$ cat src/sv/vertex_tangent_accumulator_top_assert.svh
// ----------------------------------------------------------------------------
// Vertex tangent accumulator assertion macros
// Concurrent property macros clocked by i_clk and held off while i_rst_n is low.
// ----------------------------------------------------------------------------
`ifndef VERTEX_TANGENT_ACCUMULATOR_TOP_ASSERT_SVH
`define VERTEX_TANGENT_ACCUMULATOR_TOP_ASSERT_SVH

`ifndef SYNTHESIS

// Same-cycle implication.
`define VTA_ASSERT_IMP(lbl, ante, cons) \
    lbl: assert property (@(posedge i_clk) disable iff (!i_rst_n) (ante) |-> (cons)) \
        else $error("vertex tangent accumulator: assertion failed");

// Next-cycle implication.
`define VTA_ASSERT_NEXT(lbl, ante, cons) \
    lbl: assert property (@(posedge i_clk) disable iff (!i_rst_n) (ante) |=> (cons)) \
        else $error("vertex tangent accumulator: assertion failed");

`else

`define VTA_ASSERT_IMP(lbl, ante, cons)
`define VTA_ASSERT_NEXT(lbl, ante, cons)

`endif

`endif

$ cat src/sv/vta_pkg.sv
// ----------------------------------------------------------------------------
// Vertex tangent accumulator package
// Shared widths, codes and the command and status types between the
// controller and the datapath.
// ----------------------------------------------------------------------------
package vta_pkg;

    localparam int VTA_MAX_VERTICES = 4096;
    localparam int S_TDATA_W        = 152;
    localparam int M_TDATA_W        = 64;

    // Item opcodes.
    localparam logic [1:0] OPC_CORNER = 2'd0;
    localparam logic [1:0] OPC_READ   = 2'd1;
    localparam logic [1:0] OPC_CLEAR  = 2'd2;

    // Corner codes that matter.
    localparam logic [1:0] CORNER_0 = 2'd0;
    localparam logic [1:0] CORNER_1 = 2'd1;
    localparam logic [1:0] CORNER_2 = 2'd2;

    // Result kinds.
    localparam logic KIND_FACE = 1'b0;
    localparam logic KIND_READ = 1'b1;

    // Datapath operations issued by the controller.
    typedef enum logic [4:0] {
        DP_NONE,
        DP_LOAD,
        DP_HOLD,
        DP_MUL_DET_A,
        DP_MUL_DET_B,
        DP_DET,
        DP_MUL_VEC_A,
        DP_MUL_VEC_B,
        DP_VEC,
        DP_NRM_FACE,
        DP_NRM_READ,
        DP_NRM_SHIFT,
        DP_MUL_SQ,
        DP_SQ_ACC,
        DP_SQRT_INIT,
        DP_SQRT_STEP,
        DP_DIV_INIT,
        DP_DIV_STEP,
        DP_DIV_DONE,
        DP_ACC_RD,
        DP_ACC_WR,
        DP_VTX_RD,
        DP_CLEAR,
        DP_SWEEP,
        DP_OUT
    } t_dp_op;

    typedef struct packed {
        t_dp_op     op;
        logic [1:0] lane;
    } t_dp_cmd;

    typedef struct packed {
        logic [1:0] opcode;
        logic [1:0] corner;
        logic       det_zero;
        logic       mag_zero;
        logic       nrm_hi;
        logic       nrm_lo;
        logic       sweep_last;
    } t_dp_stat;

endpackage

$ cat src/sv/vta_ctrl.sv
// ----------------------------------------------------------------------------
// Vertex tangent accumulator controller
// Sequences the datapath through the clearing sweep, item decode, face
// arithmetic, normalization, accumulation and the result handoff.
// ----------------------------------------------------------------------------
module vta_ctrl
    import vta_pkg::*;
(
    input  logic     i_clk,
    input  logic     i_rst_n,
    input  logic     i_in_valid,
    output logic     o_in_ready,
    output logic     o_out_valid,
    input  logic     i_out_ready,
    input  t_dp_stat i_stat,
    output t_dp_cmd  o_cmd
);

    typedef enum logic [4:0] {
        S_SWEEP, S_IDLE, S_DECODE,
        S_DET_A, S_DET_B, S_DET, S_DET_CHK,
        S_VEC_A, S_VEC_B, S_VEC,
        S_NRM_FACE, S_NRM_READ, S_NRM_CHK,
        S_SQ_MUL, S_SQ_ACC, S_SQRT_INIT, S_SQRT,
        S_DIV_INIT, S_DIV, S_DIV_DONE,
        S_ACC_RD, S_ACC_WR, S_OUT
    } t_state;

    t_state     r_state, n_state;
    logic [1:0] r_lane, n_lane;
    logic [4:0] r_cnt, n_cnt;
    logic       r_out_valid, n_out_valid;

    // Next state and datapath command.
    always_comb begin
        n_state     = r_state;
        n_lane      = r_lane;
        n_cnt       = r_cnt;
        n_out_valid = r_out_valid && !i_out_ready;
        o_cmd.op    = DP_NONE;
        o_cmd.lane  = r_lane;
        o_in_ready  = 1'b0;
        case (r_state)
            S_SWEEP: begin
                o_cmd.op = DP_SWEEP;
                if (i_stat.sweep_last) begin
                    n_state = S_IDLE;
                end
            end
            S_IDLE: begin
                o_in_ready = 1'b1;
                if (i_in_valid) begin
                    o_cmd.op = DP_LOAD;
                    n_state  = S_DECODE;
                end
            end
            S_DECODE: begin
                n_state = S_IDLE;
                n_lane  = 2'd0;
                case (i_stat.opcode)
                    OPC_CORNER: begin
                        if (i_stat.corner == CORNER_0 || i_stat.corner == CORNER_1) begin
                            o_cmd.op = DP_HOLD;
                        end else if (i_stat.corner == CORNER_2) begin
                            n_state = S_DET_A;
                        end
                    end
                    OPC_READ: begin
                        o_cmd.op = DP_VTX_RD;
                        n_state  = S_NRM_READ;
                    end
                    OPC_CLEAR: begin
                        o_cmd.op = DP_CLEAR;
                    end
                    default: begin
                        n_state = S_IDLE;
                    end
                endcase
            end
            S_DET_A: begin
                o_cmd.op = DP_MUL_DET_A;
                n_state  = S_DET_B;
            end
            S_DET_B: begin
                o_cmd.op = DP_MUL_DET_B;
                n_state  = S_DET;
            end
            S_DET: begin
                o_cmd.op = DP_DET;
                n_state  = S_DET_CHK;
            end
            S_DET_CHK: begin
                n_state = i_stat.det_zero ? S_OUT : S_VEC_A;
            end
            S_VEC_A: begin
                o_cmd.op = DP_MUL_VEC_A;
                n_state  = S_VEC_B;
            end
            S_VEC_B: begin
                o_cmd.op = DP_MUL_VEC_B;
                n_state  = S_VEC;
            end
            S_VEC: begin
                o_cmd.op = DP_VEC;
                if (r_lane == 2'd2) begin
                    n_lane  = 2'd0;
                    n_state = S_NRM_FACE;
                end else begin
                    n_lane  = r_lane + 2'd1;
                    n_state = S_VEC_A;
                end
            end
            S_NRM_FACE: begin
                o_cmd.op = DP_NRM_FACE;
                n_state  = S_NRM_CHK;
            end
            S_NRM_READ: begin
                o_cmd.op = DP_NRM_READ;
                n_state  = S_NRM_CHK;
            end
            // Shift until the largest magnitude has its top bit at bit 29.
            S_NRM_CHK: begin
                n_lane = 2'd0;
                if (i_stat.mag_zero) begin
                    n_state = S_OUT;
                end else if (i_stat.nrm_hi || i_stat.nrm_lo) begin
                    o_cmd.op = DP_NRM_SHIFT;
                end else begin
                    n_state = S_SQ_MUL;
                end
            end
            S_SQ_MUL: begin
                o_cmd.op = DP_MUL_SQ;
                n_state  = S_SQ_ACC;
            end
            S_SQ_ACC: begin
                o_cmd.op = DP_SQ_ACC;
                if (r_lane == 2'd2) begin
                    n_lane  = 2'd0;
                    n_state = S_SQRT_INIT;
                end else begin
                    n_lane  = r_lane + 2'd1;
                    n_state = S_SQ_MUL;
                end
            end
            S_SQRT_INIT: begin
                o_cmd.op = DP_SQRT_INIT;
                n_cnt    = '0;
                n_state  = S_SQRT;
            end
            S_SQRT: begin
                o_cmd.op = DP_SQRT_STEP;
                n_cnt    = r_cnt + 5'd1;
                if (r_cnt == 5'd31) begin
                    n_state = S_DIV_INIT;
                end
            end
            S_DIV_INIT: begin
                o_cmd.op = DP_DIV_INIT;
                n_cnt    = '0;
                n_state  = S_DIV;
            end
            S_DIV: begin
                o_cmd.op = DP_DIV_STEP;
                n_cnt    = r_cnt + 5'd1;
                if (r_cnt == 5'd17) begin
                    n_state = S_DIV_DONE;
                end
            end
            S_DIV_DONE: begin
                o_cmd.op = DP_DIV_DONE;
                if (r_lane != 2'd2) begin
                    n_lane  = r_lane + 2'd1;
                    n_state = S_DIV_INIT;
                end else begin
                    n_lane  = 2'd0;
                    n_state = (i_stat.opcode == OPC_READ) ? S_OUT : S_ACC_RD;
                end
            end
            // Read-modify-write of each corner's sums in turn.
            S_ACC_RD: begin
                o_cmd.op = DP_ACC_RD;
                n_state  = S_ACC_WR;
            end
            S_ACC_WR: begin
                o_cmd.op = DP_ACC_WR;
                if (r_lane == 2'd2) begin
                    n_lane  = 2'd0;
                    n_state = S_OUT;
                end else begin
                    n_lane  = r_lane + 2'd1;
                    n_state = S_ACC_RD;
                end
            end
            // Load the result register once it is free.
            S_OUT: begin
                if (!r_out_valid || i_out_ready) begin
                    o_cmd.op    = DP_OUT;
                    n_out_valid = 1'b1;
                    n_state     = S_IDLE;
                end
            end
            default: begin
                n_state = S_IDLE;
            end
        endcase
    end

    // State and registered outputs.
    always_ff @(posedge i_clk) begin
        if (!i_rst_n) begin
            r_state     <= S_SWEEP;
            r_lane      <= '0;
            r_cnt       <= '0;
            r_out_valid <= 1'b0;
        end else begin
            r_state     <= n_state;
            r_lane      <= n_lane;
            r_cnt       <= n_cnt;
            r_out_valid <= n_out_valid;
        end
    end

    assign o_out_valid = r_out_valid;

endmodule

$ cat config.mk
export PLATFORM = sky130hd
export DESIGN_NAME = vta_ctrl
export DESIGN_NICKNAME = d
export VERILOG_FILES = /design/src/sv/vertex_tangent_accumulator_top_assert.svh /design/src/sv/vta_pkg.sv /design/src/sv/vta_ctrl.sv
export SDC_FILE = /design/constraint.sdc
export NUM_CORES = 1
export LEC_CHECK = 0
export BUFFER_PORTS_ARGS = -buffer_cell sky130_fd_sc_hd__buf_4
export CAP_MARGIN = 5
export CORE_AREA = 2 2 60 62
export DETAILED_ROUTE_END_ITERATION = 10
export DIE_AREA = 0 0 62 64
export SYNTH_ARGS = -nofsm -noshare
export SYNTH_HDL_FRONTEND = slang
export SYNTH_SLANG_ARGS = --single-unit
export TNS_END_PERCENT = 20
$ cat constraint.sdc
create_clock -name i_clk -period 2.6 [get_ports i_clk]
set_clock_uncertainty 0.05 [all_clocks]
set_input_delay 0.26 -clock i_clk [delete_from_list [all_inputs] [get_ports i_clk]]
set_output_delay 0.26 -clock i_clk [all_outputs]
set_load 0.01 [all_outputs]
==> flow_results.org, run 1 <==
** Logic synthesis
- The compound-cell area share of the yosys netlist came to 0.344.
- Simple-gate area share of the yosys netlist :: 0.313
- Counting flops and latches in the post-synthesis netlist gives 13.
- The number of nets in the synthesized netlist is approximately 220.
- Commonest cells in the netlist :: 22 x sky130_fd_sc_hd__a21oi_1, 19 x sky130_fd_sc_hd__nor2_1, 14 x sky130_fd_sc_hd__nand2_1
- Counting flops with a built-in enable in the synthesized netlist gives 0.
- Synthesis Warnings :: 0
- Of the post-synthesis cell area, the part taken by muxes is 0.00707.
- For this run, the leading register cell type out of synthesis is sky130_fd_sc_hd__dfxtp_1.
- Of the total synthesized cell area, the portion taken by full adders, half adders and majority gates is 0.0442.
- Fraction of synthesis flops using an asynchronous set or reset pin :: 0
- Averaged over all synthesized cells, the footprint is 6.98 µm².
- Synth Area in XOR/XNOR :: 0.0124
- Largest area contributor in the synthesized netlist :: sky130_fd_sc_hd__dfxtp_1
- Number of library cell types mapped by synthesis :: 56
- Dominant cells by area after synthesis :: sky130_fd_sc_hd__dfxtp_1 18%, sky130_fd_sc_hd__a21oi_1 7.8%, sky130_fd_sc_hd__nor2_1 5.0%, sky130_fd_sc_hd__ha_1 4.4%, sky130_fd_sc_hd__o21ai_0 4.2%
- The share of synthesized area in the top cell type comes to 0.184.
- Synthesis produced 203 cells.
- Combinational family with the most area after synthesis :: compound AO/OA/AOI/OAI gates
- The synthesized netlist occupies a cell area of around 1400 µm².
- Sequential cell area fraction in the yosys report :: 0.184
- Most common cell in the netlist :: sky130_fd_sc_hd__a21oi_1

** Min path
- HP Class :: in2reg

** Die
- For this configuration, the core starts out at a cell density of 0.431.
- The die covers a little under 4000 µm².
- I/O pin count :: 22
- Width of the die :: 62 µm
- Vertical die dimension :: between 60 and 70 µm
- The region available for standard cell placement spans 3280 µm².
- Row generation in the floorplan step produced 21 rows.

** Detailed routing
- The pre-antenna-repair detailed-routing pass consisted of 5 iterations.
- In the routed design, unresolved DRC markers number 0.
- Antenna Violating Nets Remaining :: 0
- Violation count after the first detailed-route iteration :: 159
- Per-cell via count in the routed design :: 5.88
- For this block, the routed nets add up to 3.94 mm of wire.
- Via total after detailed routing :: roughly 1,600
- Dividing the detail-routed wire length by the instance count gives 14.9 µm.

** Clock network
- Clock root cell :: sky130_fd_sc_hd__clkbuf_4
- Clock-pin slew was measured on the worst setup and hold paths at 0.08 ns.
- CTS built an H-tree with a depth of 1.
- Number of buffers inserted for hold repair after clock tree synthesis :: 0
- Gates resized during post-CTS repair numbered 0.
- Skew-Pair Late Insertion Delay :: 0.28 ns
- CTS tree :: built
- Longest Clk Path Bufs :: 2
- Number of buffers added by the clock tree synthesis step :: 3
- Counting every sink on the clock net gives 13.
- The number of setup buffers added after CTS is 0.

** STA
- Setup violations remaining at the end of the flow were counted as 0.
- Of the available clock period, the critical path in the final layout requires 0.899.
- For this run, the top clock speed supported by timing is 0.428 GHz.
- Transition time at the pin with the least slew margin :: approximately 0.55 ns
- Smallest hold slack :: 0.202 ns
- The smallest clock period supported by the final layout is computed as roughly 2.3 ns.
- Number of max-slew violations in the final report :: 0
- Setup repair after global routing left no endpoint under its margin.
- Max-Slew Margin vs Limit :: 0.631
- Adding up every negative setup slack in the final design gives 0 ns.
- The number of hold violations in the final report came to 0.

** Worst setup path
- The worst setup path is launched from a register.
- The worst setup path is captured at an output port.
- Required time worst endpoint :: 2.29 ns
- The setup path with the least slack is of type reg2out.
- The largest individual stage delay along the critical path comes from the cell sky130_fd_sc_hd__dfxtp_1.
- Worst path cell trace :: nor2_1 > inv_1 > o21a_1 > o21ai_0 > a221o_1 > buf_4
- Reg-to-reg slack, setup :: 0.58 ns
- Grouping stages by cell kind, the critical path spends the most delay in flip-flops.
- The number of buffers and inverters on the critical path is 2.
- Arr. time, crit path :: 2.03 ns
- Max incr delay on CP :: just under 0.7 ns
- Maximum fanout along the worst path :: 15

** Power
- For this design the ratio of total power to cell area is 822 nW/µm².
- VDD sags by at most 0.319 mV.
- Leakage power of the design :: roughly 0.64 nW

** Cells and area
- Antenna Cells :: 0
- Number of nets at the end of the flow :: about 240
- With fillers left out, the area of the finished cells amounts to about 1600 µm².
- Share of final-layout standard cells stronger than drive strength 1 :: 0.170
- Excluding fillers, the count of instances in the completed layout stands at 264.
- Compared with the post-synthesis result, the final layout area differs by 13.3%.

** GRT
- Aggregate global routing overflow :: 0
- GRT Util Overall :: 0.206
- Initial antenna violation count :: 0
- The via count of the first global-routing pass is 1,287.
- Maximum number of pins on one net before global-route repair :: 22
- Wire length of the first global-routing pass :: 6.27 mm

** Outcome
- The run finished with clean final reports.

** Placement
- Area post-placement :: 1580 µm²
- In this run, placement finished with an instance count of 260.
- Last weighted congestion value of the routability-driven placer :: ~0.92
- Dpl hpwl :: approximately 3.0 mm
- Port Buf Inserts :: 21

** Run
- Max-cap violations in this run came to 0.
## metal layers
| layer | vias up | part of all wire | track usage |
|---|---|---|---|
| li1 | 769 | - | - |
| met1 | 715 | 0.48 | 0.316 |
| met2 | 64 | 0.45 | 0.288 |
| met3 | 4 | 0.062 | 0.0263 |
| met4 | 0 | 0.012 | 0.0691 |
| met5 | - | 0 | 0 |
## cells by family (layout without fill, tap and decap cells)
group | count (synthesis) | in the layout
buf+inv | 25 | 40
xor+xnor | 2 | 2
fa+ha+maj | 5 | 5
compound gates | 74 | 74
mux | 1 | 1
simple gates | 83 | 83
flops | 13 | 13
## cell usage in the layout (no fill, tap or decap), drive strengths merged, types with 3 or more instances in the layout
master  count
a21oi      22
a22oi       3
a31oi       4
and3        3
buf        28
clkbuf      4
dfxtp      13
ha          5
inv         8
nand2      14
nand2b      7
nand3       6
nand3b      3
nor2       19
nor2b       9
nor3        8
o21a        4
o21ai      13
o22ai       6
or2         3
## final timing paths
| check | from | to | cells past startpoint |
|---|---|---|---|
| setup / recovery | r_state[3] | o_cmd[3] | 6 |
| hold / removal | i_rst_n | r_state[3] | 2 |
| setup reg to reg | r_cnt[0] | r_state[2] | 8 |
| hold reg to reg | r_cnt[3] | r_cnt[3] | 2 |
## cell type report
type	count	area (µm²)
fill	363	1680
multi-input combinational	165	1020
inverter	8	30.0
timing repair buffer	28	210
tap	46	57.6
sequential	13	260
clock buffer	4	26.3
## worst register-to-register path, stage by stage, from the launching register on
cell                       delay, ns
sky130_fd_sc_hd__dfxtp_1        0.40
sky130_fd_sc_hd__ha_1           0.21
sky130_fd_sc_hd__and3_1         0.16
sky130_fd_sc_hd__ha_1           0.14
sky130_fd_sc_hd__mux2i_1        0.07
sky130_fd_sc_hd__and3_1         0.21
sky130_fd_sc_hd__a211oi_2       0.30
sky130_fd_sc_hd__nand2_1        0.09
sky130_fd_sc_hd__o311a_1        0.29
## state kept, by name, summed over array words and instances, names as in the netlist
name,count
r_cnt,5
r_lane,2
r_state,5
o_out_valid,1
## report_power, final
group	switching, mW	internal (mW)
sequential	0.0669	0.223
combinational	0.506	0.394
clock	0.0676	0.0595
total	0.641	0.677
## through the flow
step	setup slack, ns	utilization	power (mW)
4_1_cts	0.283	0.488	1.31
5_1_grt	0.0926	0.488	1.43
3_5_place_dp	0.570	0.480	1.18
6_report	0.264	0.488	1.32
2_1_floorplan	0.774	-	0.954
3_3_place_gp	0.654	0.480	1.17
Note: power is estimated with default switching activity, not from simulation.
==> run 2, diff against run 1 <==
--- a/config.mk
+++ b/config.mk
@@ -7,9 +7,9 @@
 export LEC_CHECK = 0
 export BUFFER_PORTS_ARGS = -buffer_cell sky130_fd_sc_hd__buf_4
 export CAP_MARGIN = 5
-export CORE_AREA = 2 2 60 62
+export CORE_AREA = 2 2 84 46
 export DETAILED_ROUTE_END_ITERATION = 10
-export DIE_AREA = 0 0 62 64
+export DIE_AREA = 0 0 86 48
 export SYNTH_ARGS = -nofsm -noshare
 export SYNTH_HDL_FRONTEND = slang
 export SYNTH_SLANG_ARGS = --single-unit
==> run 2 against run 1 <==
  * Final area increased by 0.86%
  * Die area increased by 4.0%
  * First-iteration DRC count increased by 40%
  * Maximum frequency increased by 3.5%
==> flow_results.org, run 2 (same netlist as run 1, synthesis figures left out) <==
** GRT
- The total global-route track usage was 0.229 (was 0.206).
- Maximum number of pins on one net before global-route repair :: 32 (was 22)
- The global-route wire length before repair came to 7.11 mm (was 6.27 mm).
- Initial antenna violation count :: 0 (unchanged)
- Aggregate global routing overflow :: 0 (unchanged)
- Via count of the first global-routing pass :: 1,403 (was 1,287)

** Worst setup path
- Critical Path Sink Type :: output port (unchanged)
- Worst path cell trace: nor2_1 > inv_1 > o21a_1 > o21ai_0 > a221o_1 > buf_4 (unchanged).
- Top delay family on crit path :: compound AO/OA/AOI/OAI gates (was flip-flops)
- Maximum fanout along the worst path :: 10 (was 15)
- Reg-to-reg slack, setup :: 0.57 ns (was 0.58 ns)
- The count of buffer and inverter cells on the critical path was 2 (unchanged).
- Required time worst endpoint :: 2.29 ns (about the same)
- The critical path launch point type was a register (unchanged).
- The critical path class is reg2out (unchanged).
- Cell at the slowest stage of the critical path :: sky130_fd_sc_hd__dfxtp_1 (unchanged)
- The endpoint arrival time on the critical path is 1.95 ns (was 2.03 ns).
- Max incr delay on CP :: 0.56 ns (was 0.68 ns)

** Cells and area
- The fraction of final layout cells sized beyond drive strength 1 is 0.170 (unchanged).
- Leading cell type in the layout, fill and taps excluded :: sky130_fd_sc_hd__buf_4 (unchanged)
- Most used cells in the layout excluding fill and tap cells :: 28 x sky130_fd_sc_hd__buf_4, 22 x sky130_fd_sc_hd__a21oi_1, 19 x sky130_fd_sc_hd__nor2_1 (unchanged)
- Antenna Cells :: 0 (unchanged)
- The area added between synthesis and finish came to 14.2% (was 13.3%).
- Largest registers ranked by flip-flop count :: r_cnt (5), r_state (5), r_lane (2) (unchanged)
- The number of nets in the final layout came to 237 (unchanged).

** Placement
- Last weighted congestion value of the routability-driven placer :: 0.950 (was 0.919)
- The setup slack after placement was 0.598 ns (was 0.570 ns).
- The detailed placement HPWL was 3.35 mm (was 3.03 mm).
- Port Buf Inserts :: 21 (unchanged)

** STA
- RSZ-0062 raised after global routing: false (unchanged).
- The share of the clock period used by the worst path after layout came to 0.868 (was 0.899).
- The least setup slack across all paths after layout is 0.342 ns (was 0.264 ns).
- Transition time at the pin with the least slew margin :: 0.605 ns (was 0.553 ns)
- The minimum clock period after layout was 2.26 ns (was 2.34 ns).
- The number of max-slew violations in the final report is 0 (unchanged).
- The upper clock frequency limit was 0.443 GHz (was 0.428 GHz).
- Setup-failing EPs final :: 0 (unchanged)
- The headroom to the max-slew limit is 0.593 (was 0.631).
- The number of hold violations in the final report came to 0 (unchanged).
- The total negative slack was 0 ns (unchanged).
- Smallest hold slack :: 0.260 ns (was 0.202 ns)

** Power
- The maximum vdd ir drop came to 0.292 mV (was 0.319 mV).
- Leakage power of the design :: 0.651 nW (was 0.643 nW)
- Power per Cell Area :: 873 nW/µm² (was 822 nW/µm²)
- Post-layout power :: 1.41 mW (was 1.32 mW)

** Detailed routing
- Per-cell via count in the routed design :: 6.08 (was 5.88)
- Detailed-route wire length :: 4.45 mm (was 3.94 mm)
- Antenna Violating Nets Remaining :: 0 (unchanged)
- The residual DRC count came to 0 (unchanged).
- The total number of vias came to 1,580 (was 1,552).
- Violation count after the first detailed-route iteration :: 223 (was 159)
- The average routed wire per standard cell is 17.1 µm (was 14.9 µm).
- Detailed-router iteration count before antenna repair :: 5 (unchanged)

** Min path
- HP Class :: in2reg (unchanged)

** Clock network
- Longest Clk Path Bufs :: 2 (unchanged)
- Skew-Pair Late Insertion Delay :: 0.25 ns (was 0.28 ns)
- Number of buffers inserted for hold repair after clock tree synthesis :: 0 (unchanged)
- The number of clock sinks is 13 (unchanged).
- H-tree depth reported by CTS :: 1 (unchanged)
- Clock-pin slew on the worst setup and hold paths :: 0.06 ns (was 0.08 ns)
- The root buffer cell is sky130_fd_sc_hd__clkbuf_8 (was sky130_fd_sc_hd__clkbuf_4).
- Number of buffers added by the clock tree synthesis step :: 3 (unchanged)
- Post-cts gate resize count :: 0 (unchanged)
- The TritonCTS clock tree is built (unchanged).
- The number of buffers inserted to repair setup after CTS was 0 (unchanged).

** Die
- The initial cell density of the core came to 0.426 (was 0.431).
- The height of the die came to 48 µm (was 64 µm).
- Area of the die :: 4130 µm² (was 3970 µm²)
- Standard-cell row count :: 15 (was 21)
- Width of the die :: 86 µm (was 62 µm)
- The core region area was 3320 µm² (was 3280 µm²).
- I/O pin count :: 22 (unchanged)

** Run
- Max cap viols :: 0 (unchanged)

** Outcome
- Result of the run :: complete, no violations (unchanged)
run 2: report_power, final:
group          leakage (nW)  total, mW  switching (mW)  internal, mW
Clock                0.0228      0.182          0.0739         0.108
Sequential            0.105      0.281          0.0570         0.224
Combinational         0.523      0.949           0.555         0.395
Total                 0.651       1.41           0.685         0.727
run 2: layout make-up:
| cell class | instances | area (µm²) |
|---|---|---|
| multi-input cells | 165 | 1020 |
| fillers | 332 | 1700 |
| well taps | 42 | 52.6 |
| clock buffers | 4 | 45.0 |
| repair buffers | 28 | 210 |
| flip-flops and latches | 13 | 260 |
| inverters | 8 | 30.0 |
run 2: per-layer routing:
metal,GRT usage,wire (µm),part of all wire
met1,0.335,2220,0.50
met2,0.338,1830,0.41
met5,0,0,0
met3,0.0552,385,0.087
met4,0.0540,14,0.0031
run 2: final timing paths:
check              from         end  cells past startpoint
min reg2reg    r_cnt[3]    r_cnt[3]                      2
min             i_rst_n  r_state[3]                      2
max          r_state[2]    o_cmd[3]                      6
max reg2reg    r_cnt[0]  r_state[2]                      8
run 2: worst reg2reg max path: cells and delay by family, from the launching register on:
family,cells,cell delay (ns)
fa+ha+maj,2,0.36
simple gates,3,0.50
mux,1,0.06
flops,1,0.40
compound gates,2,0.58
run 2: per-stage QoR:
stage,cells,area [µm²],utilization
6_report,260,1620,0.487
3_5_place_dp,256,1570,0.473
3_3_place_gp,256,1570,0.473
2_1_floorplan,203,1420,-
5_1_grt,260,1620,0.487
4_1_cts,260,1620,0.487
==> run 3, diff against run 2 <==
==> constraint.sdc (replaced) <==
create_clock -name i_clk -period 2.6 [get_ports i_clk]
set_clock_uncertainty 0.05 [all_clocks]
set_input_delay 0.26 -clock i_clk [delete_from_list [all_inputs] [get_ports i_clk]]
set_output_delay 0.26 -clock i_clk [all_outputs]
set_load 0.005 [all_outputs]
==> run 3 against run 2 <==
  * Register-to-register slack better by 0.04 ns
  * Final area is the same
  * Total power is 1.9% lower
  * Largest cell class unchanged
  * Largest power group unchanged
==> flow_results.org, run 3 (same netlist as run 1, synthesis figures left out) <==
** STA
- The share of the clock period used by the worst path after layout came to 0.880 (was 0.868).
- Transition time at the pin with the least slew margin :: 0.598 ns (was 0.605 ns)
- The minimum clock period after layout was 2.29 ns (was 2.26 ns).
- Hold Violations, Final :: 0 (unchanged)
- The number of max-slew violations in the final report is 0 (unchanged).
- The setup-violating endpoint count in the final report came to 0 (unchanged).
- Setup TNS after final layout :: 0 ns (unchanged)
- Smallest hold slack :: 0.257 ns (was 0.260 ns)
- The upper clock frequency limit is 0.437 GHz (was 0.443 GHz).
- Max-Slew Margin vs Limit :: 0.598 (was 0.593)
- RSZ-0062 raised after global routing :: false (unchanged)

** GRT
- The total congestion overflow is 0 (unchanged).
- Maximum number of pins on one net before global-route repair :: 32 (unchanged)
- The global-route wire length before repair was 6.71 mm (was 7.11 mm).
- GRT Util Overall :: 0.218 (was 0.229)
- The via count of the first global-routing pass is 1,365 (was 1,403).
- The number of antenna violations at the first check in global routing is 0 (unchanged).

** Cells and area
- Fillcell total :: 332 (unchanged)
- The number of nets in the final layout is 237 (unchanged).
- Multi-input combinational cell area :: 1020 µm² (unchanged)
- The area added between synthesis and finish is 14.2% (unchanged).
- Share of final-layout standard cells stronger than drive strength 1 :: 0.170 (unchanged)
- The most common cell after layout, fill and taps aside is sky130_fd_sc_hd__buf_4 (unchanged).
- Most used cells in the layout excluding fill and tap cells :: 28 x sky130_fd_sc_hd__buf_4, 22 x sky130_fd_sc_hd__a21oi_1, 19 x sky130_fd_sc_hd__nor2_1 (unchanged)
- Fin util :: 0.487 (unchanged)
- Post-route cell area :: 1620 µm² (unchanged)
- Largest registers ranked by flip-flop count :: r_cnt (5), r_state (5), r_lane (2) (unchanged)
- Sequential cell area :: 260 µm² (unchanged)
- The antenna cell count is 0 (unchanged).

** Min path
- The worst min-delay path category was in2reg (unchanged).
- Number of stages on the worst hold path :: 2 (unchanged)

** Detailed routing
- The post-route antenna net violation count was 0 (unchanged).
- The average routed wire per standard cell came to 16.6 µm (was 17.1 µm).
- Detailed-router iteration count before antenna repair :: 5 (unchanged)
- Via total after detailed routing :: 1,591 (was 1,580)
- The residual DRC count came to 0 (unchanged).
- Per-cell via count in the routed design :: 6.12 (was 6.08)
- Detailed-route wire length :: 4.32 mm (was 4.45 mm)
- Violation count after the first detailed-route iteration :: 168 (was 223)

** Worst setup path
- The critical path class is reg2out (unchanged).
- Worst reg-to-reg path cell count :: 8 (unchanged)
- The capturing element type of the critical path is an output port (unchanged).
- Maximum fanout along the worst path :: 18 (was 10)
- Max incr delay on CP :: 0.69 ns (was 0.56 ns)
- Capturing element of the worst setup path :: o_cmd[3] (unchanged)
- Total stage count of the critical path :: 6 (unchanged)
- Arr. time, crit path :: 1.98 ns (was 1.95 ns)
- The count of buffer and inverter cells on the critical path is 2 (unchanged).
- The endpoint required time on the critical path was 2.29 ns (about the same).
- Critical R2R Launch :: r_cnt[0] (unchanged)
- Launch point of the critical path :: r_state[0] (was r_state[2])
- Critical Path Most Common Cell :: sky130_fd_sc_hd__buf_4
- The critical path launch point type was a register (unchanged).
- Capturing point of the worst reg2reg path :: r_state[2] (unchanged)
- Worst path cell trace :: buf_4 > nand2_1 > o21a_1 > o21ai_0 > a221o_1 > buf_4 (was nor2_1 > inv_1 > o21a_1 > o21ai_0 > a221o_1 > buf_4)
- Cell at the slowest stage of the critical path :: sky130_fd_sc_hd__dfxtp_1 (unchanged)
- The kind of cell adding the most delay to the critical path was flip-flops (was compound AO/OA/AOI/OAI gates).
- The worst reg-to-reg setup slack came to 0.61 ns (was 0.57 ns).

** Clock network
- Clock root cell :: sky130_fd_sc_hd__clkbuf_8 (unchanged)
- The count of cells resized by post-cts repair is 0 (unchanged).
- The count of H-tree levels built during CTS came to 1 (unchanged).
- The clock slew seen by the registers of the worst setup and hold paths came to 0.06 ns (about the same).
- The number of clock sinks came to 13 (unchanged).
- CTS tree :: built (unchanged)
- The worst-skew pair later-pin latency was 0.24 ns (was 0.25 ns).
- Number of buffers inserted for hold repair after clock tree synthesis :: 0 (unchanged)
- Longest Clk Path Bufs :: 2 (unchanged)
- Post-CTS Setup Inserts :: 0 (unchanged)
- Number of buffers added by the clock tree synthesis step :: 3 (unchanged)

** Power
- The ratio of total power to cell area came to 856 nW/µm² (was 873 nW/µm²).
- Leakage power of the design :: 0.651 nW (unchanged)
- The overall power came to 1.39 mW (was 1.41 mW).
- The maximum vdd ir drop came to 0.210 mV (was 0.292 mV).

** Die
- The number of primary I/O pins was 22 (unchanged).
- Area of the die :: 4130 µm² (unchanged)
- Width of the die :: 86 µm (unchanged)
- Standard-cell row count :: 15 (unchanged)
- Initial core utilization :: 0.426 (unchanged)
- Floorplan Core Area :: 3320 µm² (unchanged)
- Vertical die dimension :: 48 µm (unchanged)

** Placement
- The number of buffers inserted by port buffering is 21 (unchanged).
- Dpl hpwl :: 3.30 mm (was 3.35 mm)
- Last weighted congestion value of the routability-driven placer :: 0.954 (was 0.950)
- The post-placement cell area was 1570 µm² (unchanged).

** Run
- Max cap viols :: 0 (unchanged)

** Outcome
- Result of the run: complete, no violations (unchanged).
run 3: cell counts in the layout (fill, tap and decap cells not counted):
Identical to the previous run, type by type.
run 3: worst min-delay path by stage:
stage | from | end
detailed placement | r_cnt[3] | r_cnt[3]
global placement | r_cnt[3] | r_cnt[3]
CTS | i_rst_n | r_state[3]
global route | i_rst_n | r_state[2]
finish | i_rst_n | r_state[3]
floorplan | r_cnt[3] | r_cnt[3]
run 3: cell type report:
cell class,count,share of cell area
Sequential cell,13,0.161
Clock buffer,4,0.0278
Inverter,8,0.0186
Timing Repair Buffer,28,0.130
Multi-Input combinational cell,165,0.630
Tap cell,42,0.0325
run 3: power by group:
group | leakage [nW] | total, mW | internal, mW | switching (mW)
Combinational | 0.523 | 0.907 | 0.393 | 0.515
Sequential | 0.105 | 0.292 | 0.224 | 0.0680
Clock | 0.0228 | 0.186 | 0.108 | 0.0780
run 3: routing by layer:
layer  vias to the layer above  global-route usage  part of all wire
li1                        768                   -                 -
met1                       739               0.305              0.48
met2                        78               0.299              0.40
met3                         6               0.102              0.11
met4                         0              0.0571             0.011
met5                         -                   0                 0
run 3: stage by stage:
step | std cells | worst slack, ns
final | 260 | 0.312
after global routing | 260 | 0.219
after CTS | 260 | 0.375
after detailed placement | 256 | 0.633
after global placement | 256 | 0.654
after floorplan | 203 | 0.774
